`config.mk`:
```
export PLATFORM = sky130hd
export DESIGN_NAME = iir_tap_cell
export DESIGN_NICKNAME = d
export VERILOG_FILES = /design/src/sv/iir_pkg.sv /design/src/sv/iir_tap_cell.sv
export SDC_FILE = /design/constraint.sdc
export NUM_CORES = 1
export LEC_CHECK = 0
export BUFFER_PORTS_ARGS = -buffer_cell sky130_fd_sc_hd__buf_2
export CAP_MARGIN = 20
export CORE_UTILIZATION = 35
export CTS_CLUSTER_DIAMETER = 120
export DETAILED_ROUTE_END_ITERATION = 6
export PLACE_DENSITY = 0.55
export SYNTH_ARGS = -nofsm -noshare
export SYNTH_HDL_FRONTEND = slang
export SYNTH_SLANG_ARGS = --single-unit
```
`constraint.sdc`:
```
create_clock -name clk_i -period 0.9 [get_ports clk_i]
set_clock_uncertainty 0.15 [all_clocks]
set_input_delay 0.045 -clock clk_i [delete_from_list [all_inputs] [get_ports clk_i]]
set_output_delay 0.045 -clock clk_i [all_outputs]
set_load 0.02 [all_outputs]
```
`src/sv/iir_pkg.sv`:
```
`timescale 1ns / 1ps
// ----------------------------------------------------------------------------
// iir_pkg
// Shared widths, register indexes and types for the direct-form-I IIR filter.
// ----------------------------------------------------------------------------
package iir_pkg;

  localparam int SAMPLE_W  = 16;
  localparam int COEF_W    = 24;
  localparam int FRAC_BITS = 20;
  localparam int PROD_W    = SAMPLE_W + COEF_W;
  localparam int FF_SUM_W  = PROD_W + 2;
  localparam int ACC_W     = PROD_W + 4;
  localparam int SHIFT_W   = ACC_W - FRAC_BITS;
  localparam int ORDER_W   = 2;
  localparam int REG_IDX_W = 3;

  localparam logic [REG_IDX_W-1:0] REG_FILTER_ORDER = 3'd0;
  localparam logic [REG_IDX_W-1:0] REG_FF_COEF_0    = 3'd1;
  localparam logic [REG_IDX_W-1:0] REG_FF_COEF_1    = 3'd2;
  localparam logic [REG_IDX_W-1:0] REG_FF_COEF_2    = 3'd3;
  localparam logic [REG_IDX_W-1:0] REG_FB_COEF_1    = 3'd4;
  localparam logic [REG_IDX_W-1:0] REG_FB_COEF_2    = 3'd5;

  localparam logic [ORDER_W-1:0] ORDER_RESET = 2'd2;

  typedef logic signed [SAMPLE_W-1:0] sample_t;
  typedef logic signed [COEF_W-1:0]   coef_t;
  typedef logic signed [PROD_W-1:0]   prod_t;
  typedef logic signed [FF_SUM_W-1:0] ff_sum_t;

  typedef struct packed {
    sample_t filtered;
    logic    last;
    logic    overflow;
  } result_t;

endpackage

```
`src/sv/iir_tap_cell.sv`:
```
`timescale 1ns / 1ps
// ----------------------------------------------------------------------------
// iir_tap_cell
// One feedforward tap: holds a delayed sample, passes it on to the next cell
// and registers the product of its input sample and coefficient.
// ----------------------------------------------------------------------------
module iir_tap_cell (
  input  logic                   clk_i,
  input  logic                   rst_ni,
  input  logic                   en_i,
  input  iir_pkg::coef_t         coef_i,
  input  iir_pkg::sample_t       sample_i,
  output iir_pkg::sample_t       sample_o,
  output iir_pkg::prod_t         prod_o
);
  import iir_pkg::*;

  sample_t hist_q;
  prod_t   prod_q;
  prod_t   prod_d;

  assign prod_d = coef_i * sample_i;

  always_ff @(posedge clk_i or negedge rst_ni) begin
    if (!rst_ni) begin
      hist_q <= '0;
    end else if (en_i) begin
      hist_q <= sample_i;
    end
  end

  always_ff @(posedge clk_i) begin
    if (en_i) begin
      prod_q <= prod_d;
    end
  end

  assign sample_o = hist_q;
  assign prod_o   = prod_q;

endmodule

```
==> results_dict.tcl <==
set metrics [dict create \
    status "finished with violations" \
    synth.top_cells.by_count "439 x inv_1, 374 x fa_1, 225 x nand2_1, 149 x and2_1, 98 x ha_1" \
    path_cells "buf_4, and2_4, fa_2, inv_2, fa_1, inv_2, fa_1, fa_1, fa_1, inv_1, fa_1, inv_2, ha_4, a21o_1, a21o_1, or3_4, o21a_4, a211o_4, o31ai_4, xnor2_1" \
    yosysUniqueCellTypes 52 \
    io_pins 99 \
    r2r-start "sample_o[1]" \
    cts_tree "done" \
    hpwl_um 36600 \
    drive_above_1_share_pct 33.1 \
    synth.avg_cell_area_sq_um 9.53 \
    r2r_slack_ns -0.15 \
    vias_per_cell 4.69 \
    synth_seq_cells 56 \
    syn_to_final_growth_pct 35.8 \
    clkLatencyLatePin_ns 0.32 \
    worst_slack_ns -4.56 \
    synth_nets 2157 \
    port_buffers 98 \
    ys_top_cells_by_area "fa_1 48%, inv_1 11%, ha_1 7.8%, edfxtp_1 7.7%, and2_1 6.0%" \
    worstReg2RegEnd "sample_o[1]" \
    timing.critical_path.slowest_cell_delay_ns 0.59 \
    hold_end "sample_o[9]" \
    netlist_area_sq_um 15600 \
    period_needed_ns 5.46 \
    ant_nets 0 \
    timing.max_cap.violations 0 \
    arrival_ns 5.38 \
    crit_top_cell "fa_1" \
    final_hold_viol_count 2 \
    route.detailed.drc 0 \
    preCtsSetupSlack_ns -5.31 \
    yosysTopAreaCellShare_pct 47.9 \
    cts_sinks 56 \
    hold_path_depth 2 \
    nets 2471 \
    slew-limit-headroom_pct 70.8 \
    reg2reg_depth 2 \
    root_buffer "clkbuf_16" \
    die_x_um 213 \
    crit_path_start_kind "input pin" \
    cp_slowest_cell "fa_2" \
    grt_overflow 0 \
    post-route-period-util_pct 606 \
    cts_buffer_depth 2 \
    violations "negative hold slack, negative setup slack" \
    cts_hold_buf 1 \
    setup_viol 110 \
    die_height_um 213 \
    hold_path_class "in -> reg" \
    htree_levels 2 \
    drt-total-wl_um 44500 \
    yosysWarnings 0 \
    yosysMostFrequentCell "inv_1" \
    drt_iter0_drc 598 \
    rsz0062_at_grt "yes" \
    grt_pass1_vias 13829 \
    worstPathRequired_ns 0.83 \
    cts_inserted_buffers 5 \
    routedWlPerCell_um 17.5 \
    via_count 11957 \
    start_util_pct 35.5 \
    core_area_sq_um 44100 \
    worstMarginPinSlew_ns 0.436 \
    synth_top_cell_by_area "fa_1" \
    first_pass_iters 4 \
    fmax_ghz 0.183 \
    grt_pass1_wl_um 72200 \
    place.gp.congestion 0.902 \
    rows 77 \
    synth-main-ff-cell "edfxtp_1" \
    yosysSeqAreaShare_pct 10.2 \
    grt_max_degree 23 \
    grt_usage_pct 21.1 \
    hold_start "sample_i[9]" \
    end_kind "flip-flop" \
    clk_pin_slew_ns 0.08 \
    die_area_sq_um 45600 \
    synth-edff-count 40 \
    antenna_found_initial 1 \
    synthArstFlopShare_pct 28.6 \
    whs_ns -0.116 \
    crit_type "in -> reg" \
    timing.final.max_slew_violations 0 \
    syn_inst 1642 \
    crit_fanout 7 \
]
==> stage by stage <==
stage	cell area [sq um]	std cells	utilization (%)	setup TNS, ns	hold WS [ns]
after global placement	19000	2494	42.9	-170.98	-0.160
after detailed placement	19000	2494	42.9	-171.95	-0.154
after global routing	21200	2549	48.1	-161.26	-0.123
after floorplan	16500	1642	-	-141.92	-0.401
final	21200	2550	48.1	-154.05	-0.116
after CTS	20500	2533	46.4	-155.61	-0.103
==> worst max-delay path by stage <==
| stage | end | from | depth (start not counted) | slack [ns] |
|---|---|---|---|---|
| detailed placement | prod_o[39] | sample_i[7] | 19 | -5.31 |
| CTS | prod_o[39] | sample_i[2] | 22 | -4.61 |
| global route | prod_o[39] | sample_i[2] | 21 | -4.70 |
| floorplan | prod_o[39] | coef_i[23] | 21 | -4.87 |
| global placement | prod_o[39] | sample_i[7] | 23 | -5.24 |
| finish | prod_o[39] | coef_i[23] | 20 | -4.56 |
==> layout make-up <==
type,count,area [sq um]
clock inverters,3,22.5
repair buffers,371,3740
diodes,1,2.50
flip-flops and latches,56,1620
multi-input cells,1083,13300
clock buffers,5,125
inverters,439,1650
fillers,4123,22900
well taps,592,741
==> routing by layer <==
metal / GRT usage, % / vias to the layer above / share of wire (%)
met5: 0 / - / 0
li1: - / 5406 / -
met3: 3.09 / 90 / 4.0
met4: 7.73 / 0 / 3.9
met2: 39.7 / 287 / 54
met1: 23.9 / 6174 / 38
==> cells by family (layout without fill, tap and decap cells) <==
logic type | after synthesis | after routing | synth area share, %
other cells | 0 | 1 | 0
simple gates | 440 | 440 | 13.4
mux | 16 | 16 | 1.15
compound gates | 110 | 110 | 4.84
buf+inv | 503 | 818 | 12.1
fa+ha+maj | 472 | 472 | 55.7
xor+xnor | 45 | 45 | 2.52
flops | 56 | 56 | 10.2
==> cell usage in the layout, fill, tap and decap left out, types with 23 or more instances in the layout <==
master    instances
xnor2_1          24
buf_4           208
ha_1             57
fa_2             28
buf_6           107
ha_4             38
nand2_1         202
buf_12           23
and2_1          121
inv_1           401
inv_2            38
edfxtp_1         40
fa_1            346
nor2_1           28
and2_4           28
==> timing repair <==
item | 4_1_cts | 5_1_grt
endpoints found under the setup margin | 111 | 110
hold endpoints to repair | 17 | 2
gates resized for setup | 259 | 189
pin swaps | 79 | 74
setup buffers | 23 | 20
gates cloned | 7 | 0
==> sequential cells by signal, summed over array words and instances (netlist names) <==
| name | cells |
|---|---|
| sample_o | 16 |
| prod_o | 40 |
==> worst max-delay path: cells and delay by family <==
kind / cells / cell delay, ns
adders and majority gates: 7 / 3.27
AOI/OAI and AO/OA: 5 / 1.10
and+or+nand+nor: 2 / 0.52
buffers and inverters: 5 / 0.36
xor gates and xnor gates: 1 / 0.08
Power is not shown: default switching activity piles up to over one toggle a cycle in this logic, so the estimate is an artifact.
