File: config.mk
export PLATFORM = sky130hd
export DESIGN_NAME = iir_fb_stage
export DESIGN_NICKNAME = d
export VERILOG_FILES = /design/src/sv/iir_pkg.sv /design/src/sv/iir_fb_stage.sv
export SDC_FILE = /design/constraint.sdc
export NUM_CORES = 2
export LEC_CHECK = 0
export ABC_AREA = 1
export BUFFER_PORTS_ARGS = -buffer_cell sky130_fd_sc_hd__buf_2
export CORE_UTILIZATION = 50
export CTS_BUF_LIST = sky130_fd_sc_hd__clkbuf_8
export CTS_CLUSTER_DIAMETER = 30
export DETAILED_ROUTE_END_ITERATION = 8
export GPL_TIMING_DRIVEN = 0
export HOLD_SLACK_MARGIN = 0.1
export PLACE_DENSITY = 0.67
export SYNTH_ARGS = -nofsm -noshare
export SYNTH_HDL_FRONTEND = slang
export SYNTH_SLANG_ARGS = --single-unit
File: constraint.sdc
create_clock -name clk_i -period 17.26 [get_ports clk_i]
set_clock_uncertainty 0.05 [all_clocks]
set_input_delay 1.726 -clock clk_i [delete_from_list [all_inputs] [get_ports clk_i]]
set_output_delay 1.726 -clock clk_i [all_outputs]
set_load 0.02 [all_outputs]
File: src/sv/iir_pkg.sv
`timescale 1ns / 1ps
// ----------------------------------------------------------------------------
// iir_pkg
// Shared widths, register indexes and types for the direct-form-I IIR filter.
// ----------------------------------------------------------------------------
package iir_pkg;

  localparam int SAMPLE_W  = 16;
  localparam int COEF_W    = 24;
  localparam int FRAC_BITS = 20;
  localparam int PROD_W    = SAMPLE_W + COEF_W;
  localparam int FF_SUM_W  = PROD_W + 2;
  localparam int ACC_W     = PROD_W + 4;
  localparam int SHIFT_W   = ACC_W - FRAC_BITS;
  localparam int ORDER_W   = 2;
  localparam int REG_IDX_W = 3;

  localparam logic [REG_IDX_W-1:0] REG_FILTER_ORDER = 3'd0;
  localparam logic [REG_IDX_W-1:0] REG_FF_COEF_0    = 3'd1;
  localparam logic [REG_IDX_W-1:0] REG_FF_COEF_1    = 3'd2;
  localparam logic [REG_IDX_W-1:0] REG_FF_COEF_2    = 3'd3;
  localparam logic [REG_IDX_W-1:0] REG_FB_COEF_1    = 3'd4;
  localparam logic [REG_IDX_W-1:0] REG_FB_COEF_2    = 3'd5;

  localparam logic [ORDER_W-1:0] ORDER_RESET = 2'd2;

  typedef logic signed [SAMPLE_W-1:0] sample_t;
  typedef logic signed [COEF_W-1:0]   coef_t;
  typedef logic signed [PROD_W-1:0]   prod_t;
  typedef logic signed [FF_SUM_W-1:0] ff_sum_t;

  typedef struct packed {
    sample_t filtered;
    logic    last;
    logic    overflow;
  } result_t;

endpackage

File: src/sv/iir_fb_stage.sv
`timescale 1ns / 1ps
// ----------------------------------------------------------------------------
// iir_fb_stage
// Feedback stage: adds the feedback taps to the feedforward sum, rounds,
// saturates, keeps the output history and holds the result register.
// ----------------------------------------------------------------------------
module iir_fb_stage (
  input  logic                   clk_i,
  input  logic                   rst_ni,
  input  logic                   in_valid_i,
  output logic                   in_ready_o,
  input  iir_pkg::ff_sum_t       ff_sum_i,
  input  logic                   last_i,
  input  iir_pkg::coef_t         fb_coef_1_i,
  input  iir_pkg::coef_t         fb_coef_2_i,
  output logic                   out_valid_o,
  input  logic                   out_ready_i,
  output iir_pkg::result_t       result_o
);
  import iir_pkg::*;

  localparam logic signed [ACC_W-1:0] HALF = ACC_W'(1) <<< (FRAC_BITS - 1);

  logic                      load;
  sample_t                   y1_q, y2_q, y2_d;
  prod_t                     fb2_prod_q, fb2_prod_d, fb1_prod;
  logic signed [ACC_W-1:0]   acc;
  logic signed [SHIFT_W-1:0] shifted;
  logic                      sat_hi, sat_lo;
  result_t                   res_d, res_q;
  logic                      valid_q;

  assign in_ready_o = !valid_q || out_ready_i;
  assign load       = in_valid_i && in_ready_o;

  // y[n-2] product is registered from the y[n-2] history as it will stand after the update
  assign y2_d       = load ? y1_q : y2_q;
  assign fb2_prod_d = fb_coef_2_i * y2_d;
  assign fb1_prod   = fb_coef_1_i * y1_q;

  assign acc = ACC_W'(ff_sum_i) + ACC_W'(fb1_prod) + ACC_W'(fb2_prod_q) + HALF;
  assign shifted = acc[ACC_W-1:FRAC_BITS];

  assign sat_hi = !shifted[SHIFT_W-1] && (shifted[SHIFT_W-2:SAMPLE_W-1] != '0);
  assign sat_lo = shifted[SHIFT_W-1] && (shifted[SHIFT_W-2:SAMPLE_W-1] != '1);

  always_comb begin
    res_d.last     = last_i;
    res_d.overflow = sat_hi || sat_lo;
    if (sat_hi) begin
      res_d.filtered = {1'b0, {(SAMPLE_W-1){1'b1}}};
    end else if (sat_lo) begin
      res_d.filtered = {1'b1, {(SAMPLE_W-1){1'b0}}};
    end else begin
      res_d.filtered = shifted[SAMPLE_W-1:0];
    end
  end

  always_ff @(posedge clk_i or negedge rst_ni) begin
    if (!rst_ni) begin
      valid_q <= 1'b0;
      y1_q    <= '0;
      y2_q    <= '0;
    end else begin
      y2_q <= y2_d;
      if (load) begin
        valid_q <= 1'b1;
        y1_q    <= res_d.filtered;
      end else if (out_ready_i) begin
        valid_q <= 1'b0;
      end
    end
  end

  always_ff @(posedge clk_i) begin
    fb2_prod_q <= fb2_prod_d;
    if (load) begin
      res_q <= res_d;
    end
  end

  assign out_valid_o = valid_q;
  assign result_o    = res_q;

endmodule

==> reports/results.ini <==
[yosys]
syn-num-nets = 5342
syn_area_per_cell_sq_um = 8.163
synth_cells = 4183
ys_ff_latch = 91
synthArstFlopShare_pct = 36.26
yosys_warnings = 0
synth_flop_cell = dfxtp_1
synth-edff-count = 18
synth.distinct_cells = 46
syn-cell-area_sq_um = 34150
synth_seq_area_share_pct = 6.346

[clocking]
cts_setup_buffers = 0
cts_tree = yes
clock_latency_ns = 0.40
cts_resized = 0
numCtsBuffers = 9
holdBufCountCts = 0
htreeDepth = 3
clock-sinks = 91
clk_root_buffer_cell = clkbuf_8
cts_max_path_buffers = 2
clkTransAtPathRegs_ns = 0.11

[routing]
drt_iter0_markers = 1696
wl_per_cell_um = 19.10
dr.pass1.iters = 5
routed_wl_um = 98530
ant_nets = 0
vias_per_cell = 5.070
route.vias.total = 26155
drc = 0

[layout]
syn2layout_area_growth_pct = 5.064
layout_commonest_cell = inv_1
design_area_sq_um = 35880
fin_util_pct = 53.23
layout_common_cells = inv_1, nand2_1, fa_1
drive_above_1_share_pct = 3.711
nets = 5439
fin_cells = 5159

[worst_setup_path]
cpMaxStageDelayCell = o21ai_0
cpPeakStageDelay_ns = 1.09
crit_top_cell = nand2_1
reg2reg_to = fb2_prod_q[29]$_DFF_P_
worst_ep_required_time_ns = 17.51
r2r_start = out_valid_o$_DFFE_PN0P_
crit_end = fb2_prod_q[29]$_DFF_P_
crit_type = input port to register
worst-path-stages = 27
crit_buf_inv = 7
crit_path_start_kind = input port
endpoint_kind = register
worstPathArrival_ns = 9.98
crit_start = out_ready_i
ff2ff_setup_slack_ns = 8.46
worstPathMaxFanout = 10
critical-path-top-delay-family = adder cells
rr_worst_depth = 27

[status]
outcome = finished clean

[floorplanning]
fp.dieH_um = 263.3
die_area_sq_um = 69350
core_sq_um = 67400
fp.dieW_um = 263.3
fp-row-count = 95
initial_core_util_pct = 50.67
num_io_pins = 115

[global_routing]
grt_usage_pct = 29.75
grt.overflow.total = 0
antenna_found_initial = 3
grt_first_pass_wirelength_um = 156700
grt_max_degree = 34
grt_pass1_vias = 28063

[place]
dpl-instance-area_sq_um = 35670
dp.cells = 5142
place_congestion = 0.9991
dp_hpwl_um = 86840
portBuffers = 86

[job]
maxCapViolCount = 0

[sta]
slew_viol_final = 0
setup_viol = 0
max-slew-margin-rel_pct = 8.720
post-route-period-util_pct = 56.36
fin_setup_tns_ns = 0
final_hold_viol_count = 0
max_freq_mhz = 102.8
period_needed_ns = 9.727
rsz0062_at_grt = false
worstMarginPinSlew_ns = 1.355

[min_path]
hp-class = register to register
whs_path_depth = 2

==> synthesized netlist by cell type (3+ instances only) <==
cell type  number  area (sq um)
a31oi_1         9         56.30
nor3_1         14         70.07
dfrtp_1        33         825.8
nor2_1        266         998.5
or2_2          19         118.9
xor2_1         37         324.1
fa_1          847         16960
buf_2           3         15.01
a21oi_1        85         425.4
a211oi_1        3         22.52
o21bai_1        9         67.56
nand3b_1        3         22.52
o21ai_0        35         175.2
nand2_1       940          3528
ha_1          217          2715
nor2_2          5         31.28
edfxtp_1       18         540.5
inv_1        1308          4910
buf_1           7         26.28
xnor2_1        32         280.3
dfxtp_1        40         800.8
o21ai_1         8         40.04
o21a_1          6         45.04
nand2_2        21         131.4
a21o_1          5         37.54
nand3_1        34         170.2
clkinv_1        4         15.01
nand4_1         9         56.30
clkbuf_1      140         525.5
==> area by class of cell <==
type	count	area, sq um
multi-input cells	2626	26460
fillers	6506	31520
repair buffers	86	430.4
clock buffers	9	123.9
diodes	1	2.502
clock inverters	7	80.08
inverters	1314	4932
well taps	873	1092
plain buffers	152	593.1
flip-flops and latches	91	2167
==> cell families (layout without fill, tap and decap cells) <==
kind of cell	count (synthesis)	in the layout	share of synthesized area [%]
buf+inv	1466	1568	16.18
simple gates	1319	1319	15.20
fa+ha+maj	1064	1064	57.61
compound gates	174	174	2.895
flops	91	91	6.346
xor+xnor	69	69	1.770
other cells	0	1	0
==> sequential cells by signal, summed over array words and instances, names as in the netlist <==
register	cells
fb2_prod_q	40
result_o	18
y1_q	16
y2_q	16
out_valid_o	1
==> metal layers <==
metal / part of all wire [%] / up-vias / wire length [um] / GRT usage, %
met4: 4.3 / 0 / 4246 / 11.65
met5: 0 / - / 0 / 0
met1: 40 / 13100 / 39640 / 38.70
li1: - / 11841 / - / -
met2: 48 / 1015 / 47520 / 50.90
met3: 7.2 / 199 / 7115 / 3.452
==> per-stage QoR <==
step / hold WS, ns / setup slack (ns)
floorplan: 0.4762 / 9.172
global placement: 0.6238 / 7.264
detailed placement: 0.6291 / 7.225
CTS: 0.6576 / 7.611
global route: 0.7010 / 7.180
finish: 0.6793 / 7.533
==> how the worst min path moves through the flow <==
stage	from	to	slack, ns
floorplan	y1_q[15]$_DFFE_PN0P_	y1_q[15]$_DFFE_PN0P_	0.48
global placement	y1_q[15]$_DFFE_PN0P_	y1_q[15]$_DFFE_PN0P_	0.62
detailed placement	y1_q[15]$_DFFE_PN0P_	y1_q[15]$_DFFE_PN0P_	0.63
CTS	y1_q[15]$_DFFE_PN0P_	y1_q[15]$_DFFE_PN0P_	0.66
global route	y1_q[15]$_DFFE_PN0P_	y1_q[15]$_DFFE_PN0P_	0.70
finish	y1_q[15]$_DFFE_PN0P_	y1_q[15]$_DFFE_PN0P_	0.68
==> worst reg2reg max path: stages (launching register included) <==
cell	delay, ns
dfrtp_1	0.46
nand2_1	0.23
nand2_1	0.25
inv_1	0.18
clkbuf_1	0.35
o21ai_1	0.48
inv_1	0.43
clkbuf_1	0.63
nand2_1	0.18
fa_1	0.57
inv_1	0.06
fa_1	0.54
inv_1	0.06
fa_1	0.53
fa_1	0.58
fa_1	0.44
fa_1	0.50
inv_1	0.04
ha_1	0.37
nand2_1	0.15
nor2_1	0.31
nand2_1	0.12
o211ai_1	0.44
a21oi_1	0.13
o21ai_0	0.28
nand2_1	0.09
nand2_1	0.08
xor2_1	0.18
Power is left out: the tool's default activity adds up to more than one toggle a clock period on the data nets, which glitch-free logic cannot reach.
